## src/rtl/atrf_pkg.sv

```systemverilog
// Shared types and constants for the alarm table range firer.
// Used by atrf_floor and alarm_table_range_firer; no dependencies.
`default_nettype none

package atrf_pkg;

    localparam int TABLE_DEPTH = 16;
    localparam int IDX_W       = (TABLE_DEPTH > 1) ? $clog2(TABLE_DEPTH) : 1;

    localparam int TIME_W = 28;
    localparam int DATE_W = 27;
    localparam int SEQ_W  = 32;
    localparam int OP_W   = 2;
    localparam int KIND_W = 2;
    localparam int CFG_IDX_W = 2;

    // floor(t / div) * div by reciprocal multiply and one correction step
    localparam int DIV_W       = 17;
    localparam int RECIP_W     = 29;
    localparam int RECIP_SHIFT = 38;
    localparam int PROD_W      = TIME_W + RECIP_W;
    localparam int Q_W         = 19;
    localparam int BASE_W      = Q_W + DIV_W;

    localparam logic [DIV_W-1:0]   SEC_DIV   = DIV_W'(1000);
    localparam logic [DIV_W-1:0]   MIN_DIV   = DIV_W'(100000);
    localparam logic [RECIP_W-1:0] SEC_RECIP = RECIP_W'(274877906);
    localparam logic [RECIP_W-1:0] MIN_RECIP = RECIP_W'(2748779);

    localparam logic [OP_W-1:0] OP_REGISTER   = 2'd0;
    localparam logic [OP_W-1:0] OP_UNREGISTER = 2'd1;
    localparam logic [OP_W-1:0] OP_CLEAR      = 2'd2;
    localparam logic [OP_W-1:0] OP_ADVANCE    = 2'd3;

    localparam logic [KIND_W-1:0] KIND_FIRE   = 2'd0;
    localparam logic [KIND_W-1:0] KIND_SECOND = 2'd1;
    localparam logic [KIND_W-1:0] KIND_MINUTE = 2'd2;
    localparam logic [KIND_W-1:0] KIND_DONE   = 2'd3;

    localparam logic [CFG_IDX_W-1:0] CFG_EVENT_DATE = 2'd0;
    localparam logic [CFG_IDX_W-1:0] CFG_SECOND_EN  = 2'd1;
    localparam logic [CFG_IDX_W-1:0] CFG_MINUTE_EN  = 2'd2;

    typedef struct packed {
        logic [OP_W-1:0]   operation;
        logic [TIME_W-1:0] alarm_time;
        logic [TIME_W-1:0] target_time;
    } t_in_item;

    typedef struct packed {
        logic [KIND_W-1:0] event_kind;
        logic [TIME_W-1:0] event_time;
        logic [DATE_W-1:0] date_out;
        logic [SEQ_W-1:0]  sequence_number;
        logic              table_full;
        logic              last_of_run;
    } t_out_item;

endpackage

`default_nettype wire

```

## src/rtl/atrf_floor.sv

```systemverilog
// Shared rounding unit: rounds a time down to a multiple of 1000 or 100000.
// Pipelined, one multiplier per stage. Depends on atrf_pkg.
`default_nettype none

module atrf_floor
    import atrf_pkg::*;
(
    input  wire logic              i_clk,
    input  wire logic              i_rst_n,
    input  wire logic              i_start,
    input  wire logic              i_sel_minute,
    input  wire logic [TIME_W-1:0] i_value,
    output logic                   o_done,
    output logic [TIME_W-1:0]      o_value
);

    logic              r_v1;
    logic              r_sel;
    logic [TIME_W-1:0] r_t;
    logic [Q_W-1:0]    r_q;
    logic              r_done;
    logic [TIME_W-1:0] r_value;

    logic [RECIP_W-1:0] recip;
    logic [PROD_W-1:0]  prod;
    logic [DIV_W-1:0]   div;
    logic [BASE_W-1:0]  base_full;
    logic [TIME_W-1:0]  base;
    logic [TIME_W-1:0]  rem;
    logic [TIME_W-1:0]  div_t;

    assign recip     = i_sel_minute ? MIN_RECIP : SEC_RECIP;
    assign prod      = PROD_W'(i_value) * PROD_W'(recip);
    assign div       = r_sel ? MIN_DIV : SEC_DIV;
    assign base_full = BASE_W'(r_q) * BASE_W'(div);
    assign base      = base_full[TIME_W-1:0];
    assign rem       = r_t - base;
    assign div_t     = TIME_W'(div);

    always_ff @(posedge i_clk) begin
        if (!i_rst_n) begin
            r_v1   <= 1'b0;
            r_done <= 1'b0;
        end else begin
            r_v1   <= i_start;
            r_done <= r_v1;
        end
        if (i_start) begin
            r_t   <= i_value;
            r_sel <= i_sel_minute;
            r_q   <= prod[RECIP_SHIFT +: Q_W];
        end
        if (r_v1) begin
            r_value <= (rem >= div_t) ? base + div_t : base;
        end
    end

    assign o_done  = r_done;
    assign o_value = r_value;

endmodule

`default_nettype wire

```

## src/rtl/alarm_table_range_firer.sv

```systemverilog
// Alarm table range firer, top level. Holds the alarm table and sequencer.
// Depends on atrf_pkg and atrf_floor.
`default_nettype none

// One item at a time: start is taken while busy is low. busy stays high until
// the item's done result goes out, and is already low in the cycle that shows
// it, so the next item can be taken at the edge that ends that cycle.
// Results come one per strobe cycle on o_result and must be taken when shown;
// nothing holds them off. Clear goes straight to the done state. Register and
// unregister make one pass over the table, one slot per cycle through a single
// comparator, then apply the change. An advance firing k alarms makes k + 1
// passes over the table, each ending in an evaluation step; each firing adds a
// fire step and, for each enabled boundary kind, a trip through the shared
// two-stage rounding multiplier. The run ends with the done state and the done
// result.

module alarm_table_range_firer
    import atrf_pkg::*;
(
    input  wire logic                 i_clk,
    input  wire logic                 i_rst_n,
    input  wire logic                 start,
    output logic                      busy,
    input  wire t_in_item             i_item,
    output logic                      o_result_valid,
    output t_out_item                 o_result,
    input  wire logic                 i_cfg_we,
    input  wire logic [CFG_IDX_W-1:0] i_cfg_idx,
    input  wire logic [DATE_W-1:0]    i_cfg_wdata
);

    typedef enum logic [3:0] {
        S_IDLE,
        S_SCAN,
        S_APPLY,
        S_EVAL,
        S_RND,
        S_RND_WAIT,
        S_FIRE,
        S_DONE
    } t_state;

    t_state r_state;

    logic [DATE_W-1:0] r_event_date;
    logic              r_sec_en;
    logic              r_min_en;

    logic [TIME_W-1:0]      r_slots [TABLE_DEPTH];
    logic [TABLE_DEPTH-1:0] r_valid;

    logic [TIME_W-1:0] r_current;
    logic [TIME_W-1:0] r_sec_mark;
    logic [TIME_W-1:0] r_min_mark;
    logic [SEQ_W-1:0]  r_fired;

    logic [OP_W-1:0]   r_op;
    logic [TIME_W-1:0] r_alarm;
    logic [TIME_W-1:0] r_target;
    logic [TIME_W-1:0] r_prev;
    logic [IDX_W-1:0]  r_idx;
    logic              r_hit;
    logic [IDX_W-1:0]  r_hit_idx;
    logic              r_free_found;
    logic [IDX_W-1:0]  r_free_idx;
    logic              r_found;
    logic [TIME_W-1:0] r_best;
    logic              r_full;
    logic              r_rnd_min;

    logic              r_out_valid;
    t_out_item         r_out;

    logic [TIME_W-1:0] slot_t;
    logic              slot_v;
    logic              last_idx;
    logic              adv_take;
    logic              slot_write;
    logic              rnd_start;
    logic              rnd_done;
    logic [TIME_W-1:0] rnd_value;

    function automatic t_out_item make_out(
        input logic [KIND_W-1:0] kind,
        input logic [TIME_W-1:0] t,
        input logic [DATE_W-1:0] date,
        input logic [SEQ_W-1:0]  seq,
        input logic              full,
        input logic              last
    );
        t_out_item o;
        o.event_kind      = kind;
        o.event_time      = t;
        o.date_out        = date;
        o.sequence_number = seq;
        o.table_full      = full;
        o.last_of_run     = last;
        return o;
    endfunction

    assign slot_t   = r_slots[r_idx];
    assign slot_v   = r_valid[r_idx];
    assign last_idx = (r_idx == IDX_W'(TABLE_DEPTH - 1));
    assign adv_take = slot_v && (slot_t > r_prev) && (slot_t <= r_target) &&
                      (!r_found || (slot_t < r_best));

    assign slot_write = (r_state == S_APPLY) && (r_op == OP_REGISTER) &&
                        !r_hit && r_free_found;
    assign rnd_start  = (r_state == S_RND);

    atrf_floor u_floor (
        .i_clk        (i_clk),
        .i_rst_n      (i_rst_n),
        .i_start      (rnd_start),
        .i_sel_minute (r_rnd_min),
        .i_value      (r_best),
        .o_done       (rnd_done),
        .o_value      (rnd_value)
    );

    always_ff @(posedge i_clk) begin
        if (slot_write) begin
            r_slots[r_free_idx] <= r_alarm;
        end
    end

    always_ff @(posedge i_clk) begin
        if (!i_rst_n) begin
            r_event_date <= '0;
            r_sec_en     <= 1'b0;
            r_min_en     <= 1'b0;
        end else if (i_cfg_we) begin
            unique case (i_cfg_idx)
                CFG_EVENT_DATE: r_event_date <= i_cfg_wdata;
                CFG_SECOND_EN:  r_sec_en     <= i_cfg_wdata[0];
                CFG_MINUTE_EN:  r_min_en     <= i_cfg_wdata[0];
                default: ;
            endcase
        end
    end

    always_ff @(posedge i_clk) begin
        if (!i_rst_n) begin
            r_state     <= S_IDLE;
            r_valid     <= '0;
            r_current   <= '0;
            r_sec_mark  <= '0;
            r_min_mark  <= '0;
            r_fired     <= '0;
            r_out_valid <= 1'b0;
        end else begin
            r_out_valid <= 1'b0;
            unique case (r_state)
                S_IDLE: begin
                    if (start) begin
                        r_op         <= i_item.operation;
                        r_alarm      <= i_item.alarm_time;
                        r_target     <= i_item.target_time;
                        r_prev       <= r_current;
                        r_idx        <= '0;
                        r_hit        <= 1'b0;
                        r_free_found <= 1'b0;
                        r_found      <= 1'b0;
                        r_full       <= 1'b0;
                        if (i_item.operation == OP_CLEAR) begin
                            r_valid <= '0;
                            r_state <= S_DONE;
                        end else begin
                            r_state <= S_SCAN;
                        end
                    end
                end
                S_SCAN: begin
                    if (r_op == OP_ADVANCE) begin
                        if (adv_take) begin
                            r_found <= 1'b1;
                            r_best  <= slot_t;
                        end
                    end else begin
                        if (slot_v && (slot_t == r_alarm) && !r_hit) begin
                            r_hit     <= 1'b1;
                            r_hit_idx <= r_idx;
                        end
                        if (!slot_v && !r_free_found) begin
                            r_free_found <= 1'b1;
                            r_free_idx   <= r_idx;
                        end
                    end
                    r_idx <= r_idx + 1'b1;
                    if (last_idx) begin
                        r_state <= (r_op == OP_ADVANCE) ? S_EVAL : S_APPLY;
                    end
                end
                S_APPLY: begin
                    case (r_op)
                        OP_REGISTER: begin
                            if (!r_hit) begin
                                if (r_free_found) begin
                                    r_valid[r_free_idx] <= 1'b1;
                                end else begin
                                    r_full <= 1'b1;
                                end
                            end
                        end
                        OP_UNREGISTER: begin
                            if (r_hit) begin
                                r_valid[r_hit_idx] <= 1'b0;
                            end
                        end
                        default: ;
                    endcase
                    r_state <= S_DONE;
                end
                S_EVAL: begin
                    if (!r_found) begin
                        r_current <= r_target;
                        r_state   <= S_DONE;
                    end else if (r_sec_en) begin
                        r_rnd_min <= 1'b0;
                        r_state   <= S_RND;
                    end else if (r_min_en) begin
                        r_rnd_min <= 1'b1;
                        r_state   <= S_RND;
                    end else begin
                        r_state <= S_FIRE;
                    end
                end
                S_RND: begin
                    r_state <= S_RND_WAIT;
                end
                S_RND_WAIT: begin
                    if (rnd_done) begin
                        if (!r_rnd_min) begin
                            if (rnd_value != r_sec_mark) begin
                                r_sec_mark  <= rnd_value;
                                r_out_valid <= 1'b1;
                                r_out <= make_out(KIND_SECOND, rnd_value, r_event_date,
                                                  r_fired, 1'b0, 1'b0);
                            end
                            if (r_min_en) begin
                                r_rnd_min <= 1'b1;
                                r_state   <= S_RND;
                            end else begin
                                r_state <= S_FIRE;
                            end
                        end else begin
                            if (rnd_value != r_min_mark) begin
                                r_min_mark  <= rnd_value;
                                r_out_valid <= 1'b1;
                                r_out <= make_out(KIND_MINUTE, rnd_value, r_event_date,
                                                  r_fired, 1'b0, 1'b0);
                            end
                            r_state <= S_FIRE;
                        end
                    end
                end
                S_FIRE: begin
                    r_fired     <= r_fired + 1'b1;
                    r_out_valid <= 1'b1;
                    r_out <= make_out(KIND_FIRE, r_best, r_event_date,
                                      r_fired + 1'b1, 1'b0, 1'b0);
                    r_prev  <= r_best;
                    r_found <= 1'b0;
                    r_idx   <= '0;
                    r_state <= S_SCAN;
                end
                S_DONE: begin
                    r_out_valid <= 1'b1;
                    r_out <= make_out(KIND_DONE, r_current, r_event_date,
                                      r_fired, r_full, 1'b1);
                    r_state <= S_IDLE;
                end
                default: r_state <= S_IDLE;
            endcase
        end
    end

    assign busy           = (r_state != S_IDLE);
    assign o_result_valid = r_out_valid;
    assign o_result       = r_out;

endmodule

`default_nettype wire

```

## config.mk

```make
export PLATFORM = sky130hd
export DESIGN_NAME = alarm_table_range_firer
export DESIGN_NICKNAME = d
export VERILOG_FILES = /design/src/rtl/atrf_pkg.sv /design/src/rtl/atrf_floor.sv /design/src/rtl/alarm_table_range_firer.sv
export SDC_FILE = /design/constraint.sdc
export NUM_CORES = 2
export LEC_CHECK = 0
export ABC_AREA = 0
export BUFFER_PORTS_ARGS = -buffer_cell sky130_fd_sc_hd__buf_2
export CAP_MARGIN = 25
export CORE_MARGIN = 2
export CORE_UTILIZATION = 43
export DETAILED_ROUTE_END_ITERATION = 16
export GPL_TIMING_DRIVEN = 0
export PLACE_DENSITY_LB_ADDON = 0.12
export RECOVER_POWER = 25
export SETUP_SLACK_MARGIN = 0.1
export SLEW_MARGIN = 30
export SYNTH_ARGS = -nofsm -noshare
export SYNTH_HDL_FRONTEND = slang
export SYNTH_SLANG_ARGS = --single-unit
```

## constraint.sdc

```tcl
create_clock -name i_clk -period 15.7 [get_ports i_clk]
set_input_delay 1.57 -clock i_clk [delete_from_list [all_inputs] [get_ports i_clk]]
set_output_delay 1.57 -clock i_clk [all_outputs]
set_load 0.1 [all_outputs]
```

======== After elaboration in Yosys (flattened, before gate mapping) ========
Memory sizes are Yosys's and may differ from the RTL's. A register that Yosys moved wholly into a read port is not among the register bits.
Cells that the tools add are included.
W data, S select, Z words.
cells by class
  add/subtract/negate cells ............... 4
  multiply operators ...................... 2
  magnitude comparators ................... 9
  eq/ne operators ......................... 36
  multiplexer cells ....................... 64
  bitwise gates (word level) .............. 6
  reductions and logical operators ........ 47
operator list
  kind                     count
  $mux W91                 4
  $pmux W91 S3             1
  $mux W16                 5
  $pmux W16 S2             2
  $mul A28 B29 Y57         1
  $mux W28                 2
  $ne A28 B28 Y1           2
  $pmux W28 S2             1
  $add A32 B1 Y32 const B  1
  $mux W29                 1
  $add A28 B17 Y28         1
  $eq A28 B28 Y1           1
  $ge A28 B17 Y1           1
  $gt A28 B28 Y1           1
  $le A28 B28 Y1           1
  $lt A28 B28 Y1           1
  $mul A19 B17 Y28         1
  $pmux W4 S7              1
  $sub A28 B28 Y28         1
  $mux W1                  26
  $reduce_and A5 Y1        5
  $mux W4                  6
  $ne A2 B2 Y1 const B     11
  $reduce_and A4 Y1        5
  37 further kinds         86
storage, ports and cells
  bits in registers ....................... 466
  RAM bits ................................ 448
  bits of input ports ..................... 91
  output and inout bits ................... 93
  word-level logic and storage cells ...... 204
  memories kept ........................... 1
memory list
  memory   words  width  rd ports  clocked after memory_dff  write ports  RTL line                       text
  r_slots  16     28     1         1                         1            alarm_table_range_firer.sv:49  logic [TIME_W-1:0] r_slots [TABLE_DEPTH];

======== Logic depth before layout (Yosys ltp) ========
  word-level depth ........................ 9
  depth in mapped cells ................... 34
  depth with buffers taken out ............ 31

======== By module ========
From an unflattened synthesis, not the netlist that was laid out.
second synthesis, totals
  cells, all modules ...................... 4,969
  area total of the unflattened synthesis .. 61,492.7 um2
modules (own cells, without submodules)
  module                   times used  cells an instance  area an instance (um2)  sequential area each (um2)
  alarm_table_range_firer  1           2,458              35,876.9                23,502.5
  atrf_floor               1           2,511              25,615.8                2,232.1

======== Least setup slack after synthesis ========
No wires, ideal clock.
  path type ............................... register to register
  from .................................... register u_floor.r_sel
  to ...................................... register u_floor.r_value[4], in the netlist u_floor.o_value[4] (data pin)
  setup time .............................. 0.261 ns
  arrival time ............................ 8.647 ns
  data required time ...................... 15.439 ns
  slack ................................... 6.792 ns
  cell stages (with the launch flop) ...... 30
  buffers on the path ..................... 4
  clock period less this slack ............ 8.908 ns
  path through ............................ edfxtp_1 -> clkbuf_1 -> inv_1 -> clkbuf_1 -> buf_1 -> nand2_1 -> fa_1 -> fa_1 -> inv_1 -> ha_1 -> ha_1 -> fa_1 -> ha_1 -> fa_1 -> a21o_1 -> a21oi_1 -> xor2_1 -> ha_1 -> a21o_1 -> a2111o_1 -> a21o_1 -> o31a_1 -> maj3_2 -> maj3_2 -> a21o_1 -> maj3_2 -> xnor2_4 -> buf_4 -> o22ai_1 -> a311o_1
on the way
  cells in the longest elaborated chain, start to end .. 5
  elaborated cells on any way between the ends .. 6
  those cells by class .................... add/sub (2); mul (1); order compare (1); mux (2)
ends and longest elaborated chain
  item                    RTL line          text
  from (decl)             atrf_floor.sv:18  logic r_sel;
  from (signal assigned)  atrf_floor.sv:50  r_sel <= i_sel_minute;
  $mux W17 (*)            atrf_floor.sv:34  assign div = r_sel ? MIN_DIV : SEC_DIV;
  $mul A19 B17 Y28        atrf_floor.sv:35  assign base_full = BASE_W'(r_q) * BASE_W'(div);
  $sub A28 B28 Y28        atrf_floor.sv:37  assign rem = r_t - base;
  $ge A28 B17 Y1          atrf_floor.sv:54  r_value <= (rem >= div_t) ? base + div_t : base;
  $mux W28 (*)            atrf_floor.sv:54
  to (signal assigned)    atrf_floor.sv:54
  to (decl)               atrf_floor.sv:22  logic [TIME_W-1:0] r_value;
Every way passes the cells marked *; elsewhere a longest branch is shown, timed or not.
A chain may end at the register's enable or synchronous reset.

======== Final worst setup path ========
  from .................................... register u_floor.r_sel
  to ...................................... register u_floor.r_value[27], in the netlist u_floor.o_value[27] (data pin)
The elaborated chain is that of the path after synthesis.

==> metrics.txt <==
status complete, no violations; CP Data Arrival Time about 11000 ps; crit path kind register to register; GPL Wtd Cong 0.896; via count roughly 37000; maximum level of the CTS H-tree 3; NumNets Final roughly 6200; Max Cap Viol 0; setup TNS 0 ps; Ys Warns 0; initial antenna violation count 5; Post-synth top cells inv_1 (809), edfxtp_1 (743), ha_1 (530); # setup viols final 0; worst skew pair latency 740 ps; Iter 0 DRT Violations ~2500; CTS buffer count 94; WP data required between 15000 and 20000 ps; # rows about 140; port bufs around 180; RSZ-0062 raised after global routing false; CTS tree done; Post-Syn Area roughly 60000 um2; Worst Setup End Kind register; clk root buf clkbuf_16; CP max stage cell a21oi_1; CP Max Fanout 15; clk buf depth 3; final worst slack between 5000 and 6000 ps; Final Core Density roughly 50%; Tightest Pin Transition around 1000 ps; via-per-instance ratio between 5 and 6; layout cells sized above 1 roughly an eighth; Worst-path clk slew about 60 ps; Die ar. 143000 um2; cts repair resizes 0; area leader, netlist edfxtp_1; GR Overflow Total 0; Slew Viols, Final 0; largest net degree at the start of global routing 39; R2R Path End u_floor.o_value[27]$_DFFE_PP_; die width between 300 and 400 um; Total GRT Usage a little under a quarter; WL/cell approximately 23 um; number of global-route vias before repair between 30000 and 40000; crit start category register; setup bufs post-CTS 0; Multi-input gate area 31300 um2; critical path endpoint u_floor.o_value[27]$_DFFE_PP_; Reg2Reg Setup Slack between 5000 and 6000 ps; Residual DRC 0; Layout Area Growth over Synthesis 12.7%; most frequent cell after synthesis inv_1; Primary FF master, synth edfxtp_1; CP peak stage delay a little under 800 ps; Mapped Avg Cell Area between 10 and 15 um2; core area 139000 um2; Starting Density between 40% and 50%; Non-Filler Instances roughly 7000; I/O pins 184; Setup Slack @ Placement 4640 ps; Netlist cell types 85; Die Y 378 um; Post-DRT Antenna Nets 0; largest cells by area after synthesis edfxtp_1 (37%), fa_1 (17%), ha_1 (11%); worst r2r path cells 28; Seq/Total Area, Yosys between 40% and 50%; reg2reg start u_floor.r_sel$_DFFE_PP_; drt pass-1 iters 7; fillers around 13000; Slew Limit Headroom ~30%; fmax around 94 MHz; Post-synth EDFFs roughly 740; hpwl dp 130000 um; CTS hold repair buffers 0; Final Hold Vio Count 0; Synth Instances approximately 4700; Worst Hold Class register to register; Placed Cells 6839; final period utilization 67.7%; register area between 20000 and 30000 um2; crit path from u_floor.r_sel$_DFFE_PP_; min Tclk post-route 10630 ps; Async SR Flop Fraction 0%; skew final about 51 ps; Routed WL between 150000 and 200000 um; area share of the largest cell type after synthesis a little under two fifths; CTS sink count a little over 900; global-route wire length before repair 244000 um; register bit total from synthesis roughly 900
sequential cells by signal (all words and copies together) (netlist names), 2 cells and up, named ones only:
| register | count |
|---|---|
| o_result | 91 |
| r_alarm | 28 |
| r_best | 28 |
| r_current | 28 |
| r_event_date | 27 |
| r_fired | 32 |
| r_free_idx | 4 |
| r_hit_idx | 4 |
| r_idx | 4 |
| r_min_mark | 25 |
| r_op | 2 |
| r_prev | 28 |
| r_sec_mark | 25 |
| r_slots | 448 |
| r_state | 3 |
| r_target | 28 |
| r_valid | 16 |
| u_floor.o_value | 25 |
| u_floor.r_q | 19 |
| u_floor.r_t | 28 |
per-stage QoR:
stage	hold slack [ps]	instance area [um2]
global placement	410	63500
floorplan	408	60200
finish	427	67800
global route	437	67800
detailed placement	415	64800
CTS	429	67800
worst max-delay path: cells and delay by family, from the launching register on:
| family | cells | cell delay (ps) |
|---|---|---|
| adder cells (fa/ha/maj) | 10 | 4090 |
| AND/OR/NAND/NOR | 1 | 280 |
| XOR/XNOR | 2 | 670 |
| buffers and inverters | 5 | 1530 |
| flip-flops | 1 | 710 |
| AO/OA/AOI/OAI | 10 | 3050 |
kinds of logic after synthesis:
family / Yosys count / share of synthesized area (%)
multiplexers: 270 / 7.59
flip-flops: 908 / 42.6
adder cells (fa/ha/maj): 1065 / 28.7
AND/OR/NAND/NOR: 814 / 6.76
AO/OA/AOI/OAI: 504 / 5.58
XOR/XNOR: 190 / 2.91
other: 2 / 0.0125
buffers and inverters: 941 / 5.89
worst min-delay path by stage:
stage | startpoint | end | slack, ps | depth (start not counted)
floorplan | r_event_date[0]$_SDFFE_PN0P_ | o_result[34]$_DFFE_PP_ | 410 | 0
CTS | r_event_date[16]$_SDFFE_PN0P_ | o_result[50]$_DFFE_PP_ | 430 | 0
detailed placement | r_event_date[24]$_SDFFE_PN0P_ | o_result[58]$_DFFE_PP_ | 420 | 0
global route | r_event_date[24]$_SDFFE_PN0P_ | o_result[58]$_DFFE_PP_ | 440 | 0
global placement | r_event_date[4]$_SDFFE_PN0P_ | o_result[38]$_DFFE_PP_ | 410 | 0
finish | r_event_date[24]$_SDFFE_PN0P_ | o_result[58]$_DFFE_PP_ | 430 | 0
placed cells by master (no fill, tap or decap), types with 16 or more instances in the layout:
| cell type | n |
|---|---|
| a21boi_0 | 61 |
| a21o_1 | 74 |
| a21oi_1 | 117 |
| a31oi_1 | 26 |
| and2_1 | 54 |
| buf_16 | 26 |
| buf_2 | 196 |
| buf_4 | 20 |
| clkbuf_1 | 130 |
| clkbuf_16 | 96 |
| clkinv_1 | 20 |
| conb_1 | 27 |
| dfxtp_1 | 164 |
| edfxtp_1 | 743 |
| fa_1 | 525 |
| ha_1 | 530 |
| inv_1 | 809 |
| mux2_2 | 37 |
| mux2i_1 | 88 |
| mux4_2 | 145 |
| nand2_1 | 267 |
| nand2b_1 | 41 |
| nand3_1 | 48 |
| nand4_1 | 47 |
| nor2_1 | 126 |
| nor2b_1 | 79 |
| nor3_1 | 35 |
| o21a_1 | 16 |
| o21ai_0 | 94 |
| or2_2 | 18 |
| xnor2_1 | 114 |
| xor2_1 | 70 |
per-layer routing:
layer,vias up,track usage (%),wire length [um]
met3,188,2.82,7340
met4,0,5.26,3590
met2,839,38.6,79000
met1,18997,32.7,73900
met5,-,0,0
li1,16896,-,-
layout make-up:
cell class | instances | share of cell area [%]
antenna | 4 | 0.0148
buffer | 132 | 0.777
clock buffer | 128 | 3.79
clock inverter | 43 | 0.579
inverter | 809 | 4.48
multi-input combinational | 2870 | 46.1
sequential | 908 | 37.8
tap | 1876 | 3.46
timing repair buffer | 245 | 3.01
Power is not shown: default switching activity piles up to over one toggle a cycle in this logic, so the estimate is an artifact.
